--- config.mk ---
export PLATFORM = sky130hd
export DESIGN_NAME = run_count_difference_variance_top
export DESIGN_NICKNAME = d
export VERILOG_FILES = /design/src/hw/rtl/rcdv_pkg.sv /design/src/hw/rtl/rcdv_datapath.sv /design/src/hw/rtl/rcdv_ctrl.sv /design/src/hw/rtl/run_count_difference_variance_top.sv
export SDC_FILE = /design/constraint.sdc
export NUM_CORES = 2
export LEC_CHECK = 0
export ABC_CLOCK_PERIOD_IN_PS = 19600
export BUFFER_PORTS_ARGS = -buffer_cell sky130_fd_sc_hd__buf_4
export CELL_PAD_IN_SITES_DETAIL_PLACEMENT = 1
export CELL_PAD_IN_SITES_GLOBAL_PLACEMENT = 1
export CORE_UTILIZATION = 29
export DETAILED_ROUTE_END_ITERATION = 6
export PLACE_DENSITY = 0.52
export SLEW_MARGIN = 10
export SYNTH_ARGS = -nofsm -noshare
export SYNTH_HDL_FRONTEND = slang
export SYNTH_SLANG_ARGS = --single-unit
export TNS_END_PERCENT = 1
--- constraint.sdc ---
create_clock -name clock -period 19.6 [get_ports clock]
set_input_delay 2.94 -clock clock [delete_from_list [all_inputs] [get_ports clock]]
set_output_delay 2.94 -clock clock [all_outputs]
set_load 0.05 [all_outputs]
--- src/hw/rtl/rcdv_pkg.sv ---
// rcdv_pkg: shared widths and the command/status types of the run-count
// difference variance block. No dependencies.
`default_nettype none

package rcdv_pkg;

   localparam int PIX_W  = 8;
   localparam int CNT_W  = 11;
   localparam int SUM_W  = 21;
   localparam int SQ_W   = 31;
   localparam int VAR_W  = 27;
   localparam int PROD_W = CNT_W + SQ_W;    // n * S2 and S1 * S1 both fit
   localparam int DEN_W  = 2 * CNT_W;       // n * n
   localparam int RUN_LIMIT = (1 << CNT_W) - 1;

   localparam int DEF_MAX_LINE_LEN = 1024;
   localparam int DEF_MAX_LINES    = 1024;
   localparam int DEF_FRAC_BITS    = 8;

   // controller to datapath
   typedef struct packed {
      logic px_accept;   // pixel transaction taken this cycle
      logic mul_load;    // form n*S2, S1^2, n^2
      logic sub_load;    // form dividend, decide skip
      logic div_step;    // one quotient bit
      logic out_load;    // move result into output register
   } rcdv_cmd_type;

   // datapath to controller
   typedef struct packed {
      logic skip;        // fewer than two lines or no positive spread
   } rcdv_stat_type;

endpackage

`default_nettype wire

--- src/hw/rtl/rcdv_datapath.sv ---
// rcdv_datapath: run counting, difference sums, final products and the
// restoring divider, plus the result register. Uses rcdv_pkg.
`default_nettype none

module rcdv_datapath
   import rcdv_pkg::*;
#(
   parameter int MAX_LINE_LEN = DEF_MAX_LINE_LEN,
   parameter int MAX_LINES    = DEF_MAX_LINES,
   parameter int FRAC_BITS    = DEF_FRAC_BITS
) (
   input  wire logic               clock,
   input  wire logic               reset,
   input  wire rcdv_cmd_type       cmd,
   output rcdv_stat_type           stat,
   input  wire logic [PIX_W-1:0]   req_pixel,
   input  wire logic               req_line_end,
   input  wire logic               req_rect_end,
   output logic [VAR_W-1:0]        rsp_variance,
   output logic [CNT_W-1:0]        rsp_lines_counted,
   output logic                    rsp_status
);

   localparam int RUN_CAP  = (MAX_LINE_LEN < RUN_LIMIT) ? MAX_LINE_LEN : RUN_LIMIT;
   localparam int LINE_CAP = (MAX_LINES < RUN_LIMIT) ? MAX_LINES : RUN_LIMIT;
   localparam int NUM_W    = PROD_W + FRAC_BITS;
   localparam logic [NUM_W-1:0] VAR_MAX = NUM_W'({VAR_W{1'b1}});

   // streaming state
   logic [PIX_W-1:0] prev_px_ff;
   logic             started_ff;
   logic [CNT_W-1:0] runs_ff;
   logic [CNT_W-1:0] prev_runs_ff;
   logic [CNT_W-1:0] lines_ff;
   logic [SUM_W-1:0] sum_ff;
   logic [SQ_W-1:0]  sq_ff;

   // rectangle snapshot and final arithmetic
   logic [CNT_W-1:0] snap_lines_ff;
   logic [SUM_W-1:0] snap_sum_ff;
   logic [SQ_W-1:0]  snap_sq_ff;
   logic [PROD_W-1:0] a_ff;
   logic [PROD_W-1:0] b_ff;
   logic [DEN_W-1:0]  nn_ff;
   logic              skip_ff;
   logic [NUM_W-1:0]  quot_ff;
   logic [DEN_W-1:0]  rem_ff;

   logic [VAR_W-1:0]  variance_ff;
   logic [CNT_W-1:0]  lines_out_ff;
   logic              status_ff;

   logic [CNT_W-1:0]  runs_in;
   logic              finish;
   logic [CNT_W-1:0]  diff;
   logic [DEN_W-1:0]  diff_sq;
   logic [SUM_W:0]    sum_ext;
   logic [SQ_W:0]     sq_ext;
   logic [CNT_W-1:0]  prev_runs_in;
   logic [CNT_W-1:0]  lines_in;
   logic [SUM_W-1:0]  sum_in;
   logic [SQ_W-1:0]   sq_in;
   logic [CNT_W-1:0]  n_val;
   logic              skip_now;
   logic [DEN_W:0]    rem_sh;
   logic              q_bit;

   always_comb begin
      if (!started_ff) begin
         runs_in = CNT_W'(1);
      end else if (req_pixel != prev_px_ff && runs_ff < CNT_W'(RUN_CAP)) begin
         runs_in = runs_ff + CNT_W'(1);
      end else begin
         runs_in = runs_ff;
      end
      finish = req_line_end | req_rect_end;
      diff = (runs_in >= prev_runs_ff) ? runs_in - prev_runs_ff : prev_runs_ff - runs_in;
      diff_sq = DEN_W'(diff) * DEN_W'(diff);
      sum_ext = (SUM_W+1)'(sum_ff) + (SUM_W+1)'(diff);
      sq_ext  = (SQ_W+1)'(sq_ff) + (SQ_W+1)'(diff_sq);

      prev_runs_in = prev_runs_ff;
      lines_in     = lines_ff;
      sum_in       = sum_ff;
      sq_in        = sq_ff;
      if (finish && lines_ff < CNT_W'(LINE_CAP)) begin
         if (lines_ff != '0) begin
            sum_in = sum_ext[SUM_W] ? {SUM_W{1'b1}} : sum_ext[SUM_W-1:0];
            sq_in  = sq_ext[SQ_W] ? {SQ_W{1'b1}} : sq_ext[SQ_W-1:0];
         end
         prev_runs_in = runs_in;
         lines_in     = lines_ff + CNT_W'(1);
      end
   end

   always_ff @(posedge clock) begin
      if (reset) begin
         prev_px_ff   <= '0;
         started_ff   <= 1'b0;
         runs_ff      <= '0;
         prev_runs_ff <= '0;
         lines_ff     <= '0;
         sum_ff       <= '0;
         sq_ff        <= '0;
      end else if (cmd.px_accept) begin
         if (req_rect_end) begin
            // rectangle closes, start the next one clean
            prev_px_ff   <= '0;
            started_ff   <= 1'b0;
            runs_ff      <= '0;
            prev_runs_ff <= '0;
            lines_ff     <= '0;
            sum_ff       <= '0;
            sq_ff        <= '0;
         end else begin
            prev_px_ff   <= req_pixel;
            started_ff   <= !finish;
            runs_ff      <= finish ? '0 : runs_in;
            prev_runs_ff <= prev_runs_in;
            lines_ff     <= lines_in;
            sum_ff       <= sum_in;
            sq_ff        <= sq_in;
         end
      end
   end

   assign n_val    = snap_lines_ff - CNT_W'(1);
   assign skip_now = (snap_lines_ff < CNT_W'(2)) || (a_ff <= b_ff);
   assign rem_sh   = {rem_ff, quot_ff[NUM_W-1]};
   assign q_bit    = (rem_sh >= (DEN_W+1)'(nn_ff));

   always_ff @(posedge clock) begin
      if (cmd.px_accept && req_rect_end) begin
         snap_lines_ff <= lines_in;
         snap_sum_ff   <= sum_in;
         snap_sq_ff    <= sq_in;
      end
      if (cmd.mul_load) begin
         a_ff  <= PROD_W'(n_val) * PROD_W'(snap_sq_ff);
         b_ff  <= PROD_W'(snap_sum_ff) * PROD_W'(snap_sum_ff);
         nn_ff <= DEN_W'(n_val) * DEN_W'(n_val);
      end
      if (cmd.sub_load) begin
         skip_ff <= skip_now;
         quot_ff <= NUM_W'(a_ff - b_ff) << FRAC_BITS;
         rem_ff  <= '0;
      end else if (cmd.div_step) begin
         rem_ff  <= q_bit ? DEN_W'(rem_sh - (DEN_W+1)'(nn_ff)) : rem_sh[DEN_W-1:0];
         quot_ff <= {quot_ff[NUM_W-2:0], q_bit};
      end
      if (cmd.out_load) begin
         if (skip_ff) begin
            variance_ff <= '0;
         end else if (quot_ff > VAR_MAX) begin
            variance_ff <= {VAR_W{1'b1}};
         end else begin
            variance_ff <= quot_ff[VAR_W-1:0];
         end
         lines_out_ff <= snap_lines_ff;
         status_ff    <= (snap_lines_ff < CNT_W'(2));
      end
   end

   assign stat.skip         = skip_now;
   assign rsp_variance      = variance_ff;
   assign rsp_lines_counted = lines_out_ff;
   assign rsp_status        = status_ff;

endmodule

`default_nettype wire

--- src/hw/rtl/rcdv_ctrl.sv ---
// rcdv_ctrl: sequencer for pixel intake, final products, divide loop and
// result hand-off. Uses rcdv_pkg.
`default_nettype none

module rcdv_ctrl
   import rcdv_pkg::*;
#(
   parameter int FRAC_BITS = DEF_FRAC_BITS
) (
   input  wire logic          clock,
   input  wire logic          reset,
   input  wire logic          req_valid,
   input  wire logic          req_rect_end,
   output logic               req_stall,
   output logic               rsp_valid,
   input  wire logic          rsp_stall,
   output rcdv_cmd_type       cmd,
   input  wire rcdv_stat_type stat
);

   localparam int NUM_W   = PROD_W + FRAC_BITS;
   localparam int DCNT_W  = $clog2(NUM_W);

   typedef enum logic [2:0] {
      ST_ACCUM,
      ST_MUL,
      ST_SUB,
      ST_DIV,
      ST_DONE
   } state_type;

   state_type         state_ff;
   logic [DCNT_W-1:0] div_cnt_ff;
   logic              rsp_valid_ff;
   logic              out_free;

   assign out_free = !rsp_valid_ff || !rsp_stall;

   always_comb begin
      cmd.px_accept = (state_ff == ST_ACCUM) && req_valid;
      cmd.mul_load  = (state_ff == ST_MUL);
      cmd.sub_load  = (state_ff == ST_SUB);
      cmd.div_step  = (state_ff == ST_DIV);
      cmd.out_load  = (state_ff == ST_DONE) && out_free;
   end

   always_ff @(posedge clock) begin
      if (reset) begin
         state_ff     <= ST_ACCUM;
         div_cnt_ff   <= '0;
         rsp_valid_ff <= 1'b0;
      end else begin
         // a new result replaces one leaving in the same cycle
         if (cmd.out_load) begin
            rsp_valid_ff <= 1'b1;
         end else if (rsp_valid_ff && !rsp_stall) begin
            rsp_valid_ff <= 1'b0;
         end
         unique case (state_ff)
            ST_ACCUM: begin
               if (req_valid && req_rect_end) begin
                  state_ff <= ST_MUL;
               end
            end
            ST_MUL: begin
               state_ff <= ST_SUB;
            end
            ST_SUB: begin
               div_cnt_ff <= '0;
               state_ff   <= stat.skip ? ST_DONE : ST_DIV;
            end
            ST_DIV: begin
               div_cnt_ff <= div_cnt_ff + DCNT_W'(1);
               if (div_cnt_ff == DCNT_W'(NUM_W - 1)) begin
                  state_ff <= ST_DONE;
               end
            end
            ST_DONE: begin
               // wait until the result register can take the new transaction
               if (out_free) begin
                  state_ff <= ST_ACCUM;
               end
            end
            default: begin
               state_ff <= ST_ACCUM;
            end
         endcase
      end
   end

   assign req_stall = (state_ff != ST_ACCUM);
   assign rsp_valid = rsp_valid_ff;

endmodule

`default_nettype wire

--- src/hw/rtl/run_count_difference_variance_top.sv ---
// run_count_difference_variance_top: run-count difference variance block.
// Instantiates rcdv_ctrl and rcdv_datapath; uses rcdv_pkg.
//
// Usage:
//  - req channel carries one pixel per transaction with line_end and
//    rect_end markers; pixels are taken one per cycle while the block is
//    accumulating.
//  - a transaction with rect_end closes the rectangle. req_stall then rises
//    for the final arithmetic: the products, then the dividend, then a
//    one-bit-per-cycle restoring divider over a (42 + FRAC_BITS)-bit
//    dividend, then the load of the result register, after which
//    rsp_valid rises. Fewer than two lines or zero spread skip the
//    divider.
//  - the rsp channel gives variance, lines_counted and status; status 1
//    means fewer than two lines and the variance reads 0.
//  - the result sits in an output register: pixels of the next rectangle
//    are taken while it waits on rsp_stall; only a following result waits
//    in its final cycle until the register frees.
//  - reset (synchronous, active high) clears all counters and sums and
//    drops rsp_valid; no clearing pass is needed.
`default_nettype none

module run_count_difference_variance_top
   import rcdv_pkg::*;
#(
   parameter int MAX_LINE_LEN = DEF_MAX_LINE_LEN,
   parameter int MAX_LINES    = DEF_MAX_LINES,
   parameter int FRAC_BITS    = DEF_FRAC_BITS
) (
   input  wire logic              clock,
   input  wire logic              reset,
   input  wire logic              req_valid,
   output logic                   req_stall,
   input  wire logic [PIX_W-1:0]  req_pixel,
   input  wire logic              req_line_end,
   input  wire logic              req_rect_end,
   output logic                   rsp_valid,
   input  wire logic              rsp_stall,
   output logic [VAR_W-1:0]       rsp_variance,
   output logic [CNT_W-1:0]       rsp_lines_counted,
   output logic                   rsp_status
);

   rcdv_cmd_type  cmd;
   rcdv_stat_type stat;

   rcdv_ctrl #(
      .FRAC_BITS (FRAC_BITS)
   ) u_ctrl (
      .clock        (clock),
      .reset        (reset),
      .req_valid    (req_valid),
      .req_rect_end (req_rect_end),
      .req_stall    (req_stall),
      .rsp_valid    (rsp_valid),
      .rsp_stall    (rsp_stall),
      .cmd          (cmd),
      .stat         (stat)
   );

   rcdv_datapath #(
      .MAX_LINE_LEN (MAX_LINE_LEN),
      .MAX_LINES    (MAX_LINES),
      .FRAC_BITS    (FRAC_BITS)
   ) u_datapath (
      .clock             (clock),
      .reset             (reset),
      .cmd               (cmd),
      .stat              (stat),
      .req_pixel         (req_pixel),
      .req_line_end      (req_line_end),
      .req_rect_end      (req_rect_end),
      .rsp_variance      (rsp_variance),
      .rsp_lines_counted (rsp_lines_counted),
      .rsp_status        (rsp_status)
   );

   // closing a rectangle blocks further pixels for the final arithmetic
   assert property (@(posedge clock) disable iff (reset)
      (req_valid && !req_stall && req_rect_end) |=> req_stall)
      else $error("pixel intake not held after rectangle end");

   // error status carries a zero variance
   assert property (@(posedge clock) disable iff (reset)
      (rsp_valid && rsp_status) |-> (rsp_variance == '0))
      else $error("nonzero variance with error status");

   // status agrees with the line count
   assert property (@(posedge clock) disable iff (reset)
      rsp_valid |-> (rsp_status == (rsp_lines_counted < CNT_W'(2))))
      else $error("status does not match lines counted");

endmodule

`default_nettype wire

Yosys cells after proc, flatten, opt, wreduce, memory -nomap -nowiden. Index checks and enable logic that the tools add are counted.

Word-level logic and storage cells: 105. Bits in registers: 385. Bits of input ports: 14.

Muxes and demuxes: 31. Multiply operators: 4. Reductions and logical operators: 20. Order comparisons: 7. Bitwise gates (word level): 1. Eq/ne operators: 9. Add/sub/neg operators: 10.

Operators by type and width (number): 31-bit two-way mux (4); 50-bit two-way mux (2); 11-bit two-way mux (9); 21-bit two-way mux (4); 50-bit by 27-bit > comparator with 1-bit output, second input constant (1); 11-bit by 11-bit multiplier with 22-bit output (2); 42-bit <= comparator (1); 11-bit by 31-bit multiplier with 42-bit output (1); 21-bit by 21-bit multiplier with 42-bit output (1); 42-bit subtractor (1); 31-bit by 22-bit adder with 32-bit output (1); 27-bit two-way mux (1); 23-bit by 22-bit greater-or-equal comparator with 1-bit output (1); 11-bit by 1-bit adder with 11-bit output, second input constant (2); 21-bit by 11-bit adder with 22-bit output (1); 11-bit less-than comparator, second input constant (2); 22-bit two-way mux (1); 11-bit subtractor (2); 22-bit subtractor (1); 3-bit one-hot mux with 5 select lines (1); 3-bit two-way mux (4); 6-bit one-hot mux with 2 select lines (1); 11-bit greater-or-equal comparator (1); 11-bit by 2-bit less-than comparator with 1-bit output, second input constant (1); other kinds (21) (36).

Longest topological paths before layout.
Word-level depth: 12. Gate-level depth with buffers: 43.

Cells and area by module. A second synthesis with hierarchy kept.

Cell total of the unflattened synthesis: 5236. Area total of the unflattened synthesis: 48935.7 um^2.

By module, submodules not included: rcdv_datapath (cells an instance 5170, area an instance 48387.7 um^2, sequential area each 9959.6 um^2, instances 1); rcdv_ctrl (cells an instance 66, area an instance 548.0 um^2, sequential area each 200.2 um^2, instances 1).

Worst setup path before layout. OpenSTA, ideal clock, no wires.

Path type: input to register. Start: input req_pixel[3]. End: register u_datapath.snap_sq_ff[16], data pin. Slack: 7.650 ns. Cell stages on the path: 41. Library setup time: 0.146 ns. Arrival time: 11.804 ns. Buffers on the path: 3. Path through: xor2_1 -> nor4_4 -> a21oi_1 -> nand2_1 -> nor2_1 -> xnor2_1 -> nor2_1 -> ha_1 -> clkbuf_1 -> nand2_1 -> nor4_1 -> nor4_1 -> o2bb2ai_1 -> a21boi_2 -> nor2_4 -> mux2_4 -> a311oi_2 -> xor2_1 -> [... 5 more ...] -> fa_1 -> inv_1 -> fa_1 -> inv_1 -> fa_1 -> inv_1 -> fa_1 -> inv_1 -> ha_1 -> o21a_1 -> a41oi_1 -> o211a_1 -> nor3_1 -> and4bb_2 -> nor4_4 -> clkbuf_1 -> nor2_1 -> a21oi_1.

Word-level cells in the longest chain between the ends: 11.

Ends and longest elaborated chain: from (decl) (RTL line run_count_difference_variance_top.sv:34) `input wire logic [PIX_W-1:0] req_pixel,`; 8-bit inequality test * (RTL line rcdv_datapath.sv:71) `end else if (req_pixel != prev_px_ff && runs_ff < CNT_W'(RUN_CAP)) begin`; 1-bit logical AND * (RTL line rcdv_datapath.sv:71); 11-bit two-way mux * (RTL line rcdv_datapath.sv:71); 11-bit two-way mux * (RTL line rcdv_datapath.sv:69) `if (!started_ff) begin`; 11-bit subtractor or 11-bit greater-or-equal comparator (tied branches) (RTL line rcdv_datapath.sv:77) `diff = (runs_in >= prev_runs_ff) ? runs_in - prev_runs_ff : prev_runs_ff - runs_in;`; 11-bit two-way mux * (RTL line rcdv_datapath.sv:77); 11-bit by 11-bit multiplier with 22-bit output * (RTL line rcdv_datapath.sv:78) `diff_sq = DEN_W'(diff) * DEN_W'(diff);`; 31-bit by 22-bit adder with 32-bit output * (RTL line rcdv_datapath.sv:80) `sq_ext = (SQ_W+1)'(sq_ff) + (SQ_W+1)'(diff_sq);`; 31-bit two-way mux * (RTL line rcdv_datapath.sv:89) `sq_in = sq_ext[SQ_W] ? {SQ_W{1'b1}} : sq_ext[SQ_W-1:0];`; 31-bit two-way mux * (RTL line rcdv_datapath.sv:87) `if (lines_ff != '0) begin`; 31-bit two-way mux * (RTL line rcdv_datapath.sv:86) `if (finish && lines_ff < CNT_W'(LINE_CAP)) begin`; via u_datapath.sq_in[16] (RTL line rcdv_datapath.sv:62) `logic [SQ_W-1:0] sq_in;`; to (signal assigned) (RTL line rcdv_datapath.sv:136) `snap_sq_ff <= sq_in;`; to (decl) (RTL line rcdv_datapath.sv:41) `logic [SQ_W-1:0] snap_sq_ff;`.

The timed path passes the listed nets; every way through them passes the cells marked *. A chain may end at the register's enable or synchronous reset.

Worst setup path after layout.
Start: input req_pixel[5]. End: register u_datapath.snap_sq_ff[8], data pin.

Same word-level chain as after synthesis.

==> summary.txt <==
Synthesis
  • Post-synthesis instance area: roughly 49000 um^2
  • Top flip-flop cell by instance count after synthesis: edfxtp_1
  • Cell types occupying the most area after synthesis: fa_1 29%, edfxtp_1 15%, ha_1 11%
  • Share of synthesized area spent on multiplexers: 0.00973
  • Dominant combinational cell family by area after synthesis: adder cells
  • Post-synth EDFFs: between 200 and 250
  • Share of synthesized flip-flops with an asynchronous set or reset: 0
  • Proportion of synthesized chip area in sequential cells: 0.207
  • Area share of xor/xnor cells in the synthesized design: 0.0424
  • Register bit total from synthesis: ~380
  • Adder and majority cell fraction of the synthesized area: 0.406
  • Simple logic cell fraction of the synthesized area: 0.151
  • Cell type with the largest total area after synthesis: fa_1
  • Syn avg cell area: slightly above 9 um^2
  • Compound-Gate Fraction of Synth Area: 0.0950
  • Post-synthesis cell count: between 5000 and 6000
  • Synth warn: 0
  • Distinct cell type count after synthesis: 94
  • Area share of the largest cell type after synthesis: 0.293

Route
  • Pre-Repair DR Iteration Count: 5
  • DRC viols: 0
  • Number of vias in the routed layout: 35700
  • Number of routed nets with antenna violations: 0
  • Wire length per cell after detailed routing: approximately 19 um
  • Drt via density: ~4.8
  • Iter 0 DRT Violations: 1519
  • Final wirelength: 141 mm

Pwr
  • Internal Pwr Total: 4.38 mW
  • Total net switching power: around 4.2 mW
  • Pwr/cell area: 160 nW/um^2
  • Portion of total power attributed to sequential cells: 0.158
  • Static power due to leakage: ~25 nW
  • Share of power burned in the clock network: 0.097
  • Combinational group share of total power: 0.745
  • Max VDD drop: 0.228 mV
  • Sw Share: 0.488

Finish
  • Post-Layout Inst Area: ~54000 um^2
  • Diode count: 0
  • Commonest cells after routing, fill and taps aside: 960 x inv_1, 719 x fa_1, 558 x nand2_1
  • Post-synthesis to final-layout area growth: 9.04%
  • Fraction of final layout cells sized beyond drive strength 1: 0.0469
  • Post-layout util: 0.319
  • Leading cell type in the layout, fill and taps excluded: inv_1
  • Count of nets after finishing: ~6400

STA
  • Post-route fraction of the period consumed by the critical path: 0.646
  • Slew of the pin with the lowest slew margin: between 1 and 1.5 ns
  • Final setup viols: 0
  • Unrepaired setup endpoints after global routing: no
  • Final clock skew: between 0.02 and 0.03 ns
  • Slew Limit Fails: 0
  • Highest clock rate: slightly below 80 MHz
  • Clock period minus final worst setup slack: ~13 ns
  • Hold violation count in the final report: 0
  • Sum of negative setup slack: 0 ns
  • Slew margin rel.: 0.262

CTS
  • Clock tree sinks: roughly 380
  • Clk_lat worst skew: slightly above 0.6 ns
  • Number of setup buffers added after CTS: 0
  • Root Driver: clkbuf_16
  • CTS resizes: 0
  • Post-CTS Hold Fix Bufs: 0
  • Clk pin slew, worst setup/hold paths: 0.07 ns
  • Maximum number of buffers from clock root to sink: 3
  • CTS tree: built
  • H-tree Lvls: 2
  • TritonCTS buffer count: between 40 and 50

Die
  • Ports: 55
  • Die outline width: roughly 410 um
  • Die height: slightly above 400 um
  • Area of the core region: 168000 um^2
  • Initial standard-cell utilization of the core: 0.293
  • Die outline area: roughly 170000 um^2
  • Floorplan row count: 150

GRT
  • Maximum number of pins on one net before global-route repair: 85
  • Overall fraction of global-route tracks in use: 0.169
  • Vias in the first global route: between 30000 and 40000
  • Leftover overflow at the end of global routing: 0
  • First-pass GRT wire length: ~230 mm
  • Number of antenna violations at the first check in global routing: 3

Setup path
  • Worst Path Required: about 20 ns
  • Most common cell type on the critical path: fa_1
  • Number of cell instances on the worst register-to-register path: 37
  • Gate family responsible for the most delay along the worst path: adder cells
  • Critical Path Source Type: input port
  • Crit path max fanout: 25
  • Reg-to-reg critical path endpoint: u_datapath.snap_sq_ff[8]
  • Data arrival time at the worst-slack endpoint: 13.10 ns
  • Largest stage delay, worst path: approximately 0.60 ns
  • Buf+Inv Stages, Crit Path: 7
  • Setup slack on the worst flop-to-flop path: 9.05 ns
  • Class of the most critical setup path: input port to flip-flop
  • Worst reg2reg path startpoint: u_datapath.prev_px_ff[5]
  • Endpoint kind of the worst setup timing path: flip-flop
  • Cell with the biggest individual delay on the critical path: xnor2_2

Place
  • HPWL after detailed placement: 113 mm
  • Routability Congestion: between 0.8 and 0.9
  • DP Area: 52200 um^2
  • Port Buffer Count: between 50 and 60

Hold path
  • Worst Hold Depth: 2
  • Hold Crit Class: flip-flop to flip-flop
  • Hold wc startpoint: u_datapath.quot_ff[6]
  • End point of the worst hold path: u_datapath.quot_ff[6]

Job
  • MaxCap Viol Count: 0

Run status
  • Status: finished clean
## final cells by class
type,count,area (um^2)
clock buffers,57,1190
clock inverters,25,230
fillers,19400,114000
inverters,969,3640
multi-input cells,3756,34700
flip-flops and latches,383,10200
well taps,2204,2760
repair buffers,116,883
## routing by layer
layer / share of wire / track usage / vias up
met5: 0 / 0 / -
met4: 0.020 / 0.0343 / 0
met3: 0.030 / 0.0193 / 130
met2: 0.48 / 0.293 / 386
met1: 0.47 / 0.226 / 18300
li1: - / - / 16900
## stage by stage
step           setup slack [ns]  power [mW]  instances  hold slack [ns]
2_1_floorplan              7.65        6.06       5302            0.432
5_1_grt                    6.19        9.53       7510            0.486
3_3_place_gp               6.48        7.77       7427            0.452
4_1_cts                    6.87        8.72       7509            0.467
3_5_place_dp               6.19        7.82       7427            0.456
6_report                   6.94        8.55       7510            0.464
## cells by family (layout without fill, tap and decap cells)
kind of cell,count (synthesis),after routing
DFF,383,383
xor gates and xnor gates,233,233
adders and majority gates,1163,1163
and+or+nand+nor,1571,1571
buffers and inverters,1163,1167
muxes,46,46
AOI/OAI and AO/OA,741,741
other,1,2
## synth_stat cells, types with 31 or more instances
master,instances
inv_1,964
fa_1,719
nand2_1,559
ha_1,444
nor2_1,400
a21oi_1,249
edfxtp_1,249
and2_1,192
clkbuf_1,176
o21ai_0,159
xnor2_1,148
dfxtp_1,134
a21o_1,86
xor2_1,81
nor3_1,79
nand2b_1,73
nand3_1,58
nor2b_1,52
mux2i_1,39
a22oi_1,33
and3_1,33
nand4_1,31
## worst min-delay path, cell delays in order (launching register included)
cell and delay [ns]:
dfxtp_1 0.32, nand2_1 0.06, nand2_1 0.04
## sequential cells by signal, indices dropped and copies added (netlist names), 22 cells and up
signal and cells:
u_datapath.a_ff 42, u_datapath.sq_ff 31, u_datapath.rem_ff 22, u_datapath.quot_ff 50
u_datapath.b_ff 41, u_datapath.rsp_variance 27, u_datapath.snap_sq_ff 31
## power by group through the flow
stage                     clock network [mW]  logic, mW  registers [mW]
final                                  0.832       6.36            1.35
after global routing                   0.892       7.28            1.36
after CTS                              0.865       6.49            1.36
after detailed placement                   0       6.44            1.37
after global placement                     0       6.40            1.37
after floorplan                            0       4.75            1.31
## worst max-delay path by stage
stage,cells past startpoint,to,from
floorplan,41,u_datapath.snap_sq_ff[16],req_pixel[3]
global placement,38,u_datapath.sq_ff[29],req_pixel[5]
global route,38,u_datapath.sq_ff[29],req_pixel[5]
finish,38,u_datapath.snap_sq_ff[8],req_pixel[5]
CTS,36,u_datapath.snap_sq_ff[8],req_pixel[5]
detailed placement,36,u_datapath.snap_sq_ff[8],req_pixel[5]
Note: power is estimated with default switching activity, not from simulation.
